<file path="config.mk">
export PLATFORM = sky130hd
export DESIGN_NAME = onp_merge
export DESIGN_NICKNAME = d
export VERILOG_FILES = /design/src/rtl/core/onp_pkg.sv /design/src/rtl/core/onp_merge.sv
export SDC_FILE = /design/constraint.sdc
export NUM_CORES = 1
export LEC_CHECK = 0
export ABC_AREA = 0
export BUFFER_PORTS_ARGS = -buffer_cell sky130_fd_sc_hd__buf_2
export CORE_UTILIZATION = 35
export CTS_BUF_LIST = sky130_fd_sc_hd__clkbuf_2 sky130_fd_sc_hd__clkbuf_4 sky130_fd_sc_hd__clkbuf_8
export DETAILED_ROUTE_END_ITERATION = 12
export GPL_TIMING_DRIVEN = 0
export PLACE_DENSITY = 0.72
export SYNTH_ARGS = -nofsm -noshare
export SYNTH_HDL_FRONTEND = slang
export SYNTH_SLANG_ARGS = --single-unit
</file>
<file path="constraint.sdc">
create_clock -name aclk -period 3.5 [get_ports aclk]
set_input_delay 0.35 -clock aclk [delete_from_list [all_inputs] [get_ports aclk]]
set_output_delay 0.35 -clock aclk [all_outputs]
set_load 0.01 [all_outputs]
</file>
<file path="src/rtl/core/onp_pkg.sv">
`timescale 1ns / 1ps
`default_nettype none
// ----------------------------------------------------------------------------
// onp_pkg
// Shared widths, pipeline depth, stage types and the snorm16 result
// formatting for the octahedral normal/tangent packer.
// ----------------------------------------------------------------------------
package onp_pkg;

    // Input component width.
    localparam int IN_BITS = 16;
    // L1 magnitude of three components fits one bit more than a component.
    localparam int MAG_W = IN_BITS + 1;
    // 2 * 32767 = 2^SCALE_W - 2: the numerator scale is a shift and a subtract.
    localparam int SCALE_W = 16;
    // Quotient bits: the ratio times 32767 never exceeds 32767.
    localparam int Q_W = 15;
    localparam int OUT_W = 16;
    // Dividend 65534*num + m, divisor 2*m, partial remainder below the divisor.
    localparam int N_W = MAG_W + SCALE_W;
    localparam int R_W = N_W - Q_W;
    localparam int D_W = MAG_W + 1;

    // Pipeline: vector setup, dividend setup, one stage per quotient bit.
    localparam int PREP_STAGES = 1;
    localparam int LANE_STAGES = Q_W + 1;
    localparam int NSTG = PREP_STAGES + LANE_STAGES;

    // Per-vector setup results.
    typedef struct packed {
        logic [MAG_W-1:0] m;
        logic [MAG_W-1:0] num_x;
        logic [MAG_W-1:0] num_y;
        logic             sx;
        logic             sy;
        logic             zero;
    } vec_prep_t;

    // What one divider lane starts from.
    typedef struct packed {
        logic [MAG_W-1:0] num;
        logic [MAG_W-1:0] m;
        logic             neg;
        logic             zero;
    } lane_in_t;

    // What one divider lane finds.
    typedef struct packed {
        logic [Q_W-1:0] q;
        logic           neg;
        logic           zero;
    } lane_res_t;

    // Stage load enables shared by all lanes, plus the output register load.
    typedef struct packed {
        logic [NSTG-1:0] en;
        logic            out_load;
    } pipe_ctl_t;

    // Apply sign and zero-vector rule to a lane quotient.
    function automatic logic [OUT_W-1:0] snorm_value(lane_res_t r);
        logic [OUT_W-1:0] mag;
        logic [OUT_W-1:0] result;
        mag = OUT_W'(r.q);
        if (r.zero) begin
            result = '0;
        end else if (r.neg) begin
            result = ~mag + 1'b1;
        end else begin
            result = mag;
        end
        return result;
    endfunction

endpackage
`default_nettype wire

</file>
<file path="src/rtl/core/onp_merge.sv">
`timescale 1ns / 1ps
`default_nettype none
// ----------------------------------------------------------------------------
// onp_merge
// Output register: signs the four lane quotients, applies the zero-vector
// rule and puts the bitangent flag in the low bit of the tangent x.
// ----------------------------------------------------------------------------
module onp_merge (
    input  wire logic                       aclk,
    input  wire onp_pkg::pipe_ctl_t         ctl,
    input  wire onp_pkg::lane_res_t         res_nx,
    input  wire onp_pkg::lane_res_t         res_ny,
    input  wire onp_pkg::lane_res_t         res_tx,
    input  wire onp_pkg::lane_res_t         res_ty,
    input  wire logic                       flag,
    output logic [onp_pkg::OUT_W-1:0]       enc_normal_x,
    output logic [onp_pkg::OUT_W-1:0]       enc_normal_y,
    output logic [onp_pkg::OUT_W-1:0]       enc_tangent_x,
    output logic [onp_pkg::OUT_W-1:0]       enc_tangent_y
);
    import onp_pkg::*;

    logic [OUT_W-1:0] nx_reg;
    logic [OUT_W-1:0] ny_reg;
    logic [OUT_W-1:0] tx_reg;
    logic [OUT_W-1:0] ty_reg;
    logic [OUT_W-1:0] nx_next;
    logic [OUT_W-1:0] ny_next;
    logic [OUT_W-1:0] tx_next;
    logic [OUT_W-1:0] ty_next;
    logic [OUT_W-1:0] tx_full;

    // Format the lanes; tangent x low bit carries the bitangent sign
    always_comb begin
        nx_next = snorm_value(res_nx);
        ny_next = snorm_value(res_ny);
        tx_full = snorm_value(res_tx);
        tx_next = {tx_full[OUT_W-1:1], flag};
        ty_next = snorm_value(res_ty);
    end

    always_ff @(posedge aclk) begin
        if (ctl.out_load) begin
            nx_reg <= nx_next;
            ny_reg <= ny_next;
            tx_reg <= tx_next;
            ty_reg <= ty_next;
        end
    end

    assign enc_normal_x  = nx_reg;
    assign enc_normal_y  = ny_reg;
    assign enc_tangent_x = tx_reg;
    assign enc_tangent_y = ty_reg;

endmodule
`default_nettype wire

</file>
* After elaboration in Yosys (flattened, before gate mapping) *
Cells that the tools add are included.

word-level totals
  register bits = 64

operators by class
  add/sub/neg operators = 4
  multiplexer cells = 4
  bitwise operators = 8
  reduce and logical (&&, ||, !) cells = 4

operators with widths
  kind                                           count
  adder 16 x 1 -> 16 bit, second input constant  4
  NOT 15 -> 16 bit                               4
  2-to-1 mux 15 bit                              4
  OR reduction 2 bit                             4
  NOT 1 bit                                      4

* Logic depth before layout (Yosys ltp) *
Gate-level depths: netlist of the first run.

  depth in word-level cells = 3
  mapped depth = 7
  depth with buffers taken out = 6

* Worst setup path before layout of the first run *
OpenSTA, ideal clock, no wires.

  path kind = input to register
  start point = input res_ty[7] in the netlist's numbering
  end point = register ty_reg[13] (netlist: enc_tangent_y[13]), data pin
  setup time = 0.262 ns
  arrival = 1.690 ns
  required time = 3.238 ns
  slack = 1.548 ns
  stages = 5
  path through = or3_1 buf_6 or3_4 o21ai_2 mux2_1

on the way
  word-level cells in the longest chain between the ends = 3

RTL lines
  what                    line             RTL
  start, declared         onp_merge.sv:14  input wire onp_pkg::lane_res_t res_ty,
  NOT 15 -> 16 bit        onp_pkg.sv:68    result = ~mag + 1'b1;
  adder 16 x 1 -> 16 bit  onp_pkg.sv:68
  2-to-1 mux 15 bit       onp_pkg.sv:67    end else if (r.neg) begin
  end signal, assigned    onp_merge.sv:47  ty_reg <= ty_next;
  end, declared           onp_merge.sv:26  logic [OUT_W-1:0] ty_reg;

No other way between the ends.
A chain may end at the register's enable or synchronous reset.

* Worst setup path in the final report of the first run *
  start point = input res_ny[2] in the netlist's numbering
  end point = register ny_reg[14] (netlist: enc_normal_y[14]), data pin

on the way
  word-level cells in the longest chain between the ends = 3

RTL lines
  what                    line             RTL
  start, declared         onp_merge.sv:12  input wire onp_pkg::lane_res_t res_ny,
  NOT 15 -> 16 bit        onp_pkg.sv:68
  adder 16 x 1 -> 16 bit  onp_pkg.sv:68
  2-to-1 mux 15 bit       onp_pkg.sv:67
  end signal, assigned    onp_merge.sv:45  ny_reg <= ny_next;
  end, declared           onp_merge.sv:24  logic [OUT_W-1:0] ny_reg;

No other way between the ends.

==> results of run 1 <==
state kept, by name, summed over array words and instances, names as in the netlist:
name	cells
enc_normal_x	16
enc_normal_y	16
enc_tangent_x	16
enc_tangent_y	16
worst max-delay path by stage:
| stage | from | endpoint | slack, ps | depth (start not counted) |
|---|---|---|---|---|
| 6_report | res_ny[2] | enc_normal_y[14] | 1660 | 8 |
| 5_1_grt | res_ny[2] | enc_normal_y[14] | 1570 | 8 |
| 4_1_cts | res_ny[2] | enc_normal_y[14] | 1680 | 8 |
| 3_5_place_dp | res_ny[2] | enc_normal_y[14] | 1320 | 8 |
| 3_3_place_gp | res_nx[2] | enc_normal_x[14] | 1360 | 7 |
| 2_1_floorplan | res_ty[7] | enc_tangent_y[13] | 1550 | 5 |
layout by cell type, fill, tap and decap left out, types with 2 or more instances in the layout:
cell / count
buf_2: 133
edfxtp_1: 64
nor2_1: 63
xor2_1: 44
o31ai_1: 18
or3_1: 13
clkbuf_1: 11
o41ai_2: 11
inv_1: 9
clkbuf_8: 9
o21ai_1: 7
or2_2: 7
xnor2_1: 6
or4_4: 6
nor2b_1: 5
mux2i_1: 5
nand2b_1: 4
o41ai_1: 4
a21oi_1: 4
ha_1: 4
nand2_1: 3
buf_1: 3
nor3_1: 3
clkbuf_4: 3
clkinv_2: 3
buf_6: 2
or4b_1: 2
a21boi_0: 2
nor3b_1: 2
kinds of logic (layout without fill, tap and decap cells):
group,Yosys count,count (layout),synth area share [%]
AO/OA/AOI/OAI,50,50,12.9
XOR/XNOR,50,50,12.0
adder cells (fa/ha/maj),4,4,1.37
buffers and inverters,26,175,3.12
flip-flops,64,64,52.7
multiplexers,6,6,1.68
AND/OR/NAND/NOR,113,113,16.2
power by group:
group	switching (mW)	total (mW)	internal (mW)	leakage [nW]
sequential	0.0161	0.942	0.926	0.617
clock	0.279	0.628	0.350	0.104
combinational	0.202	0.348	0.146	1.20
area by class of cell:
class	count	area, µm²
clock buffer	12	146
inverter	9	33.8
buffer	17	80.1
tap	133	166
clock inverter	4	45.0
fill	898	5280
timing repair buffer	133	668
multi-input combinational	223	1610
sequential	64	1920
stage by stage:
step	power (mW)	hold WS (ps)	utilization, %	cells	cell area, µm²
2_1_floorplan	1.14	449	-	313	3640
3_5_place_dp	1.31	542	45.0	579	4480
6_report	1.92	205	46.9	595	4670
4_1_cts	1.95	180	46.9	595	4670
5_1_grt	2.01	182	46.9	595	4670
3_3_place_gp	1.30	530	45.0	579	4480
critical path, stage by stage:
cell and delay, ps:
buf_2 110, inv_1 70, ha_1 160, or3b_2 440, clkbuf_1 210, o41ai_2 350
xor2_1 170, nor2_1 60
per-layer routing:
layer	part of all wire [%]	up-vias	global-route usage (%)
li1	-	1432	-
met5	0.16	-	0
met4	1.5	2	6.43
met1	44	1338	18.2
met2	47	98	24.3
met3	6.9	15	4.45
==> out/results.env, run 1 <==
STATUS='finished clean'
LAYOUT_WORST_PATH_CYCLE_SHARE_PCT=52.6
SYN-CELL-AREA_UM2=3640
PATH_CLK_SLEW_PS=70
PATH_CLASS_OF_THE_LOWEST_SLACK_MIN_DELAY_PATH='input port to register'
SYNTH_TOP_AREA_CELL='edfxtp_1'
FINALWEIGHTEDCONGESTION=0.780
GRT_MAX_DEGREE=65
POST-CTS-SETUP-BUFFERS=0
DETAIL_ROUTE.FIRST_PASS.ITERATIONS=4
SETUP_REPAIR_AFTER_GLOBAL_ROUTING_MISSED_ITS_MARGIN='no'
P_PER_AREA_nW_PER_UM2=411
CRITICALPATHCATEGORY='input port to register'
LAYOUT-DRIVE-GT1-SHARE_PCT=39.0
SYNTH.TOP_CELL.AREA_SHARE_PCT=52.7
TIMING.FMAX_MHz=543
CORE.ROWCOUNT=36
SYNTH-SEQ-CELLS=64
DRV.MAX_CAP_VIOLATION_COUNT=0
YOSYS-TOP-CELLS-COUNT='edfxtp_1 (64), nor2_1 (63), xor2_1 (44), o31ai_1 (18), or3_1 (13)'
CLOCK_TREE.HTREE_LEVEL_COUNT=3
ASYNC_FLOP_SHARE_PCT=0
CTS_SINKS=64
SYN_INST=313
IOPINCOUNT=152
START_UTIL_PCT=36.6
FINALCRITICALPERIOD_PS=1840
DETAILED_PLACE_HPWL_UM=6030
DIE_AREA_UM2=10800
ROUTED_WIRELENGTH_NORMALIZED_BY_INSTANCE_COUNT_UM=13.4
VDD_DROP_MAX_mV=0.162
NUMBER_OF_MAX_SLEW_VIOLATIONS_IN_THE_FINAL_REPORT=0
TIMING.HOLD.WORST_PATH_DEPTH=1
GRT_OVERFLOW=0
CRIT_REQUIRED_PS=3590
SYNTH_MOST_COMMON_CELL='edfxtp_1'
NUMBER_OF_DISTINCT_LIBRARY_CELLS_AFTER_SYNTHESIS=36
SETUP_VIOL_COUNT_FINAL=0
GLOBALROUTETOTALUTIL_PCT=14.9
SYN_TO_FINAL_GROWTH_PCT=28.1
CORE_AREA_UM2=9950
WORST_SLEW_MARGIN_REL_PCT=46.1
FP.DIEH_UM=104
CTS_TREE='yes'
ANTENNA_CELLS_INSERTED=0
VIAS_PER_CELL=4.85
CP_DATA_ARRIVAL_TIME_PS=1930
WORST_HOLD_END='enc_tangent_x[0]'
SYNTH_FF_TYPE='edfxtp_1'
CTS.REPAIR.RESIZED=0
SYNTH-WARNING-COUNT=0
SYNTH_NETS=405
NUMBER_OF_SYNTHESIZED_FLOPS_WITH_AN_ENABLE_PIN=64
HOLD_VIOL=0
CTS_MADE_BUFFERS=9
FIRST_ITER_VIOLATIONS=67
VIA_COUNT_OF_THE_FIRST_GLOBAL_ROUTING_PASS=2825
PORT_BUFFERS=133
ROUTE.DETAILED.DRC=0
POST_CTS_HOLD_BUFFER_COUNT=0
YS_TOP_CELLS_BY_AREA='edfxtp_1 (53%), xor2_1 (11%), nor2_1 (6.5%)'
WL_UM=7990
FLOORPLAN.DIE.WIDTH_UM=104
SYNTH_SEQ_AREA_SHARE_PCT=52.7
CTS.ROOT.BUFFER_CELL='clkbuf_8'
CTS_BUFFER_DEPTH=2
CRIT_PATH_MAX_FANOUT=6
MAX_SLEW.WORST_PIN.SLEW_PS=808
INITIAL_ANTENNA_VIOLATION_COUNT=1
TIMING.CRITICAL_PATH.FROM_TYPE='input port'
LEAKAGEPOWER_nW=1.92
DPL_WORST_SLACK_PS=1320
HOLD_CRIT_START='flag'
VIAS=2885
SYN_AREA_PER_CELL_UM2=11.6
SETUP.WORST_PATH.END_CLASS='register'
SETUP_WS_PS=1660
ANTENNA_LEFT=0
FINAL_NETS=549
FIN_TNS_SETUP_PS=0
FIRST_PASS_GRT_WIRE_LENGTH_UM=13000
Power figures use the tool's default switching activity.
==> run 2, diff against run 1 <==
- ABC_AREA: 0 -> 1
- clock period: 3.5 -> 1.7 ns (I/O delays scaled with it)
==> run 2 against run 1 <==
Effect of this change: clock-buffer cell count fell by 2; final area rose by 0.72%; global-route usage rose by 1.8 points; first-iteration DRC count rose by 110%; clock power rose by 69%; hold slack got worse by 45 ps; via count rose by 23%; sequential share of layout area fell by 0.30 points; critical path type unchanged.
==> out/results.env, run 2 <==
FP.DIEH_UM=105
START_UTIL_PCT=36.1
CRITICAL_PATH.CELL_CHAIN='buf_2 > inv_1 > ha_1 > nand3_1 > nor2_1 > nand3_1 > a21oi_1 > nor2_1'
HOLD_VIOL=0
TIMING.CRITICAL_PATH.FROM_TYPE='input port'
CORE.ROWCOUNT=37
SYN_AREA_PER_CELL_UM2=8.16
SYN_INST=456
LAYOUT-DRIVE-GT1-SHARE_PCT=28.6
CTS.REPAIR.RESIZED=0
FIRST_PASS_GRT_WIRE_LENGTH_UM=14600
TIMING.FMAX_MHz=856
NUMBER_OF_SYNTHESIZED_FLOPS_WITH_AN_ENABLE_PIN=64
SYNTH_MOST_COMMON_CELL='nor2_1'
PATH_CLK_SLEW_PS=60
ANTENNA_CELLS_INSERTED=0
FINAL_NETS=691
GRT.BUSIEST_LAYER='met2'
CORE_AREA_UM2=10300
GRT_MAX_DEGREE=65
CRIT_PATH_MAX_FANOUT=4
CTS.ROOT.BUFFER_CELL='clkbuf_8'
LAYOUT_WORST_PATH_CYCLE_SHARE_PCT=68.7
STATUS='finished clean'
SETUP_VIOL_COUNT_FINAL=0
NUMBER_OF_MAX_SLEW_VIOLATIONS_IN_THE_FINAL_REPORT=0
LAYOUT_COMMONEST_CELL='buf_2'
INITIAL_ANTENNA_VIOLATION_COUNT=0
SYNTH_FF_TYPE='edfxtp_1'
CP_NUM_BUF_INV=2
SYN_TO_FINAL_GROWTH_PCT=26.4
SYNTH_TOP_AREA_CELL='edfxtp_1'
DRV.MAX_CAP_VIOLATION_COUNT=0
LEAKAGEPOWER_nW=2.16
FINALPOWER_mW=3.70
ROUTE.DETAILED.DRC=0
FINAL_HOLD_SLACK_PS=159
CP_SLOWEST_CELL='ha_1'
DETAILED_PLACE_HPWL_UM=6910
SYNTH_SEQ_AREA_SHARE_PCT=51.6
CLOCK_TREE.HTREE_LEVEL_COUNT=3
VIA_COUNT_OF_THE_FIRST_GLOBAL_ROUTING_PASS=3256
CRIT_REQUIRED_PS=1780
FLOORPLAN.DIE.WIDTH_UM=105
USE_MET1_PCT=19.8
SYNTH.TOP_CELL.AREA_SHARE_PCT=51.6
VDD_DROP_MAX_mV=0.352
SETUP_REPAIR_AFTER_GLOBAL_ROUTING_MISSED_ITS_MARGIN='no'
CTS_SINKS=64
POST_CTS_HOLD_BUFFER_COUNT=1
PATH_CLASS_OF_THE_LOWEST_SLACK_MIN_DELAY_PATH='input port to register'
CTS_BUFFER_DEPTH=2
PORT_BUFFERS=131
GLOBALROUTEMET2UTIL_PCT=28.8
GRT_UTIL_MET3_PCT=5.49
ROUTED_WIRELENGTH_NORMALIZED_BY_INSTANCE_COUNT_UM=12.3
WL_UM=9070
FIN_CELLS=737
SYNTH-WARNING-COUNT=0
SYN-CELL-AREA_UM2=3720
NUMBER_OF_DISTINCT_LIBRARY_CELLS_AFTER_SYNTHESIS=24
DIE_AREA_UM2=11100
CRITICALPATHCATEGORY='input port to register'
SYNTH_NETS=548
CPPEAKSTAGEDELAY_PS=220
POST-CTS-SETUP-BUFFERS=0
ASYNC_FLOP_SHARE_PCT=0
WORST_SLEW_MARGIN_REL_PCT=45.8
FINALCRITICALPERIOD_PS=1170
CTS_TREE='yes'
ANTENNA_LEFT=0
DETAIL_ROUTE.FIRST_PASS.ITERATIONS=4
GRT_OVERFLOW=0
MAX_SLEW.WORST_PIN.SLEW_PS=814
YS_TOP_CELLS_BY_AREA='edfxtp_1 (52%), nor2_1 (9.0%), nand2_1 (8.5%)'
SYNTH-SEQ-CELLS=64
CP_TOP_FAMILY='simple AND/OR/NAND/NOR gates'
YOSYS-TOP-CELLS-COUNT='nor2_1 (89), nand2_1 (84), edfxtp_1 (64), inv_1 (50), a21oi_1 (47)'
SETUP.WORST_PATH.END_CLASS='register'
LAYOUT.CELLS.MOST_COMMON_LIST='buf_2 (138), nor2_1 (89), nand2_1 (84), edfxtp_1 (64), inv_1 (50)'
FIN_TNS_SETUP_PS=0
GLOBALROUTETOTALUTIL_PCT=16.7
VIAS_PER_CELL=4.83
PLACE.DETAILED.INSTANCES=723
VIAS=3562
CTS_MADE_BUFFERS=9
FINALWEIGHTEDCONGESTION=0.870
IOPINCOUNT=152
CP_DATA_ARRIVAL_TIME_PS=1240
FIRST_ITER_VIOLATIONS=141
P_PER_AREA_nW_PER_UM2=786
## run 2: changes by cell type in the layout (fill, tap and decap cells not counted), moves of 10 or more
cell,previous run,this run
o41ai_2,11,0
o21ai_0,1,37
nor2_1,63,89
clkbuf_1,11,1
xor2_1,44,0
o31ai_1,18,0
inv_1,9,50
a21oi_1,4,47
nand3_1,0,35
nand2_1,3,84
or3_1,13,0
## run 2: path summary, 6_finish.rpt
kind,endpoint,depth (start not counted),from
worst max-delay path,enc_tangent_y[12],8,res_ty[3]
worst min-delay path,enc_normal_x[0],2,res_nx[0]
## run 2: routing by layer
metal	share of wire, %	vias to the layer above
met2	49	136
met5	0	-
li1	-	1812
met3	5.9	8
met1	43	1606
met4	1.2	0
## run 2: cells by family (layout without fill, tap and decap cells)
group	count (synthesis)	after routing	share of synthesized area, %
AO/OA/AOI/OAI	89	89	12.9
adder cells (fa/ha/maj)	4	4	1.34
buffers and inverters	65	210	7.13
flip-flops	64	64	51.6
AND/OR/NAND/NOR	234	234	27.0
## run 2: final cells by class
type	instances	area, µm²
clock inverter	3	12.5
fill	1001	5620
sequential	64	1920
inverter	54	203
multi-input combinational	327	1540
timing repair buffer	132	668
buffer	11	62.6
tap	136	170
clock buffer	10	131
## run 2: stage by stage
stage | instance area, µm² | setup WS [ps] | util, %
2_1_floorplan | 3720 | 531 | -
3_5_place_dp | 4550 | -2.37 | 44.1
4_1_cts | 4700 | 359 | 45.5
6_report | 4700 | 532 | 45.6
3_3_place_gp | 4550 | 51.9 | 44.1
5_1_grt | 4700 | 415 | 45.6
## run 2: power by group
part / internal, mW / switching, mW
Clock: 0.509 / 0.555
Sequential: 1.90 / 0.0313
Combinational: 0.267 / 0.441
Total: 2.67 / 1.03
==> run 3, diff against run 2 <==
- PLACE_DENSITY: 0.72 -> 0.75
- clock period: 1.7 -> 1 ns (I/O delays scaled with it)
==> run 3 against run 2 <==
Effect of this change: the flow now finishes with violations (negative setup slack); combinational power grew 75%; total power grew 73%; sequential share of layout area shrank 1.0 points; clock-buffer cell count is the same; sequential power grew 70%; final cell count grew 0.41%; critical path type is now register to output port; die area is the same; utilization grew 1.2 points; largest cell class unchanged; largest power group unchanged; critical endpoint is now enc_normal_x[0]; sequential cell count is the same.
==> out/results.env, run 3 (synthesis results as in run 2) <==
SETUP_REPAIR_AFTER_GLOBAL_ROUTING_MISSED_ITS_MARGIN='yes'
FAILED_CHECKS='negative setup slack'
FRACTION_OF_POWER_CONSUMED_BY_SEQUENTIAL_LOGIC_PCT=51.3
LAYOUT_WORST_PATH_CYCLE_SHARE_PCT=100
FINALWEIGHTEDCONGESTION=0.874
WL_UM=8800
PATH_CLASS_OF_THE_LOWEST_SLACK_MIN_DELAY_PATH='input port to register'
ANTENNA_LEFT=0
CTS_BUFFER_DEPTH=2
FINAL_NETS=691
TIMING.FMAX_MHz=998
VDD_DROP_MAX_mV=0.591
SEQUENTIAL_CELL_AREA_UM2=1920
DIE_AREA_UM2=11100
MAX_SLEW.WORST_PIN.SLEW_PS=816
POWER.SWITCHING_mW=1.81
ANTENNA_CELLS_INSERTED=0
NUMBER_OF_MAX_SLEW_VIOLATIONS_IN_THE_FINAL_REPORT=0
ROUTE.DETAILED.DRC=0
P_PER_AREA_nW_PER_UM2=1330
CORE_AREA_UM2=10300
FILLER_CELL_COUNT=999
CP_SLOWEST_CELL='edfxtp_1'
CLOCK_TREE.HTREE_LEVEL_COUNT=3
SETUP.WORST_PATH.END_CLASS='output port'
SETUP_WS_PS=-1.72
VIAS_PER_CELL=4.81
IOPINCOUNT=152
CP_NUM_BUF_INV=1
DRV.MAX_CAP_VIOLATION_COUNT=0
FINALCRITICALPERIOD_PS=1000
CRIT_REQUIRED_PS=900
CP_DATA_ARRIVAL_TIME_PS=900
LAYOUT-DRIVE-GT1-SHARE_PCT=32.1
INITIAL_ANTENNA_VIOLATION_COUNT=0
CP_TOP_FAMILY='flip-flops'
HOLD_VIOL=0
LAYOUT.CELLS.MOST_COMMON_LIST='buf_2 (138), nor2_1 (88), nand2_1 (81), edfxtp_1 (64), a21oi_1 (47)'
CORE.ROWCOUNT=37
GRT_OVERFLOW=0
FIN_TNS_SETUP_PS=-1.72
DETAIL_ROUTE.FIRST_PASS.ITERATIONS=5
CRIT_PATH_MAX_FANOUT=1
SWITCHING_SHARE_PCT=28.3
MULTI_INPUT_COMB_AREA_UM2=1640
INTERNAL-POWER_mW=4.59
GRT_MAX_DEGREE=65
DPL_WORST_SLACK_PS=-626
CTS.ROOT.BUFFER_CELL='clkbuf_8'
CRITICALPATHCATEGORY='register to output port'
FIRST_ITER_VIOLATIONS=133
STATUS='complete, but fails checks'
COMBPWRFRAC_PCT=19.4
P_CLK_SHARE_PCT=29.4
SETUP_VIOL_COUNT_FINAL=1
TIMING.CRITICAL_PATH.FROM_TYPE='register'
ROUTED_WIRELENGTH_NORMALIZED_BY_INSTANCE_COUNT_UM=11.9
LAYOUT_COMMONEST_CELL='buf_2'
CRITICAL_PATH.CELL_CHAIN='buf_2'
CTS_SINKS=64
CTS_TREE='yes'
LAYOUT.CELL_AREA.NON_FILLER_UM2=4820
VIAS=3558
DETAILED_PLACE.AREA_UM2=4650
SYN_TO_FINAL_GROWTH_PCT=29.6
FIRST_PASS_GRT_WIRE_LENGTH_UM=14600
GLOBALROUTETOTALUTIL_PCT=16.6
DETAILED_PLACE_HPWL_UM=6800
CTS_MADE_BUFFERS=9
CPPEAKSTAGEDELAY_PS=400
LEAKAGEPOWER_nW=2.19
PORT_BUFFERS=131
POST-CTS-SETUP-BUFFERS=0
FP.DIEH_UM=105
WORST_SLEW_MARGIN_REL_PCT=45.6
FLOORPLAN.DIE.WIDTH_UM=105
PATH_CLK_SLEW_PS=70
VIA_COUNT_OF_THE_FIRST_GLOBAL_ROUTING_PASS=3296
START_UTIL_PCT=36.1
[run 3: cell count changes in the layout (fill, tap and decap cells not counted), moves of 3 or more]
cell / change
ha_1: -4
ha_4: +4
inv_1: -9
inv_2: +7
nand2_1: -3
nand2_4: +3
nand3_1: -3
nand3_2: +3
[run 3: worst paths after layout]
check / startpoint / endpoint / slack [ps] / depth (start not counted)
setup / recovery: enc_normal_x[0] / enc_normal_x[0] / -2 / 1
hold / removal: res_nx[0] / enc_normal_x[0] / 60 / 2
[run 3: power by group through the flow]
| stage | Clock [mW] | Sequential [mW] | Combinational [mW] |
|---|---|---|---|
| floorplan | 0 | 3.47 | 0.524 |
| global placement | 0 | 3.34 | 1.21 |
| detailed placement | 0 | 3.34 | 1.24 |
| CTS | 1.95 | 3.28 | 1.25 |
| global route | 2.05 | 3.30 | 1.39 |
| finish | 1.88 | 3.28 | 1.24 |
[run 3: final cells by class]
cell class | count | share of cell area (%)
Inverter | 54 | 4.31
Buffer | 11 | 1.30
Timing Repair Buffer | 132 | 13.9
Clock buffer | 10 | 2.72
Sequential cell | 64 | 39.8
Tap cell | 136 | 3.53
Multi-Input combinational cell | 327 | 33.9
Clock inverter | 6 | 0.545
[run 3: timing repair]
| action | in CTS | in global routing |
|---|---|---|
| hold buffers | 1 | 0 |
| gates cloned | 0 | 0 |
| endpoints found under the hold margin | 1 | 0 |
| setup endpoints to repair | 69 | 17 |
| resized for setup | 1 | 1 |
[run 3: routing by layer]
layer  GRT usage [%]  up-vias  part of all wire (%)
li1                -     1815                     -
met3            3.81       10                   7.2
met1            19.7     1595                    43
met4            7.65        0                   1.7
met2            28.3      138                    48
met5               0        -                     0
[run 3: metrics by stage]
step                      utilization [%]  power, mW  hold WS (ps)  instances
after floorplan                         -       4.00           199        456
after global placement               45.1       4.55           282        723
after detailed placement             45.1       4.58           291        723
after CTS                            46.7       6.48          44.5        740
after global routing                 46.7       6.74          50.8        740
final                                46.7       6.39          60.1        740
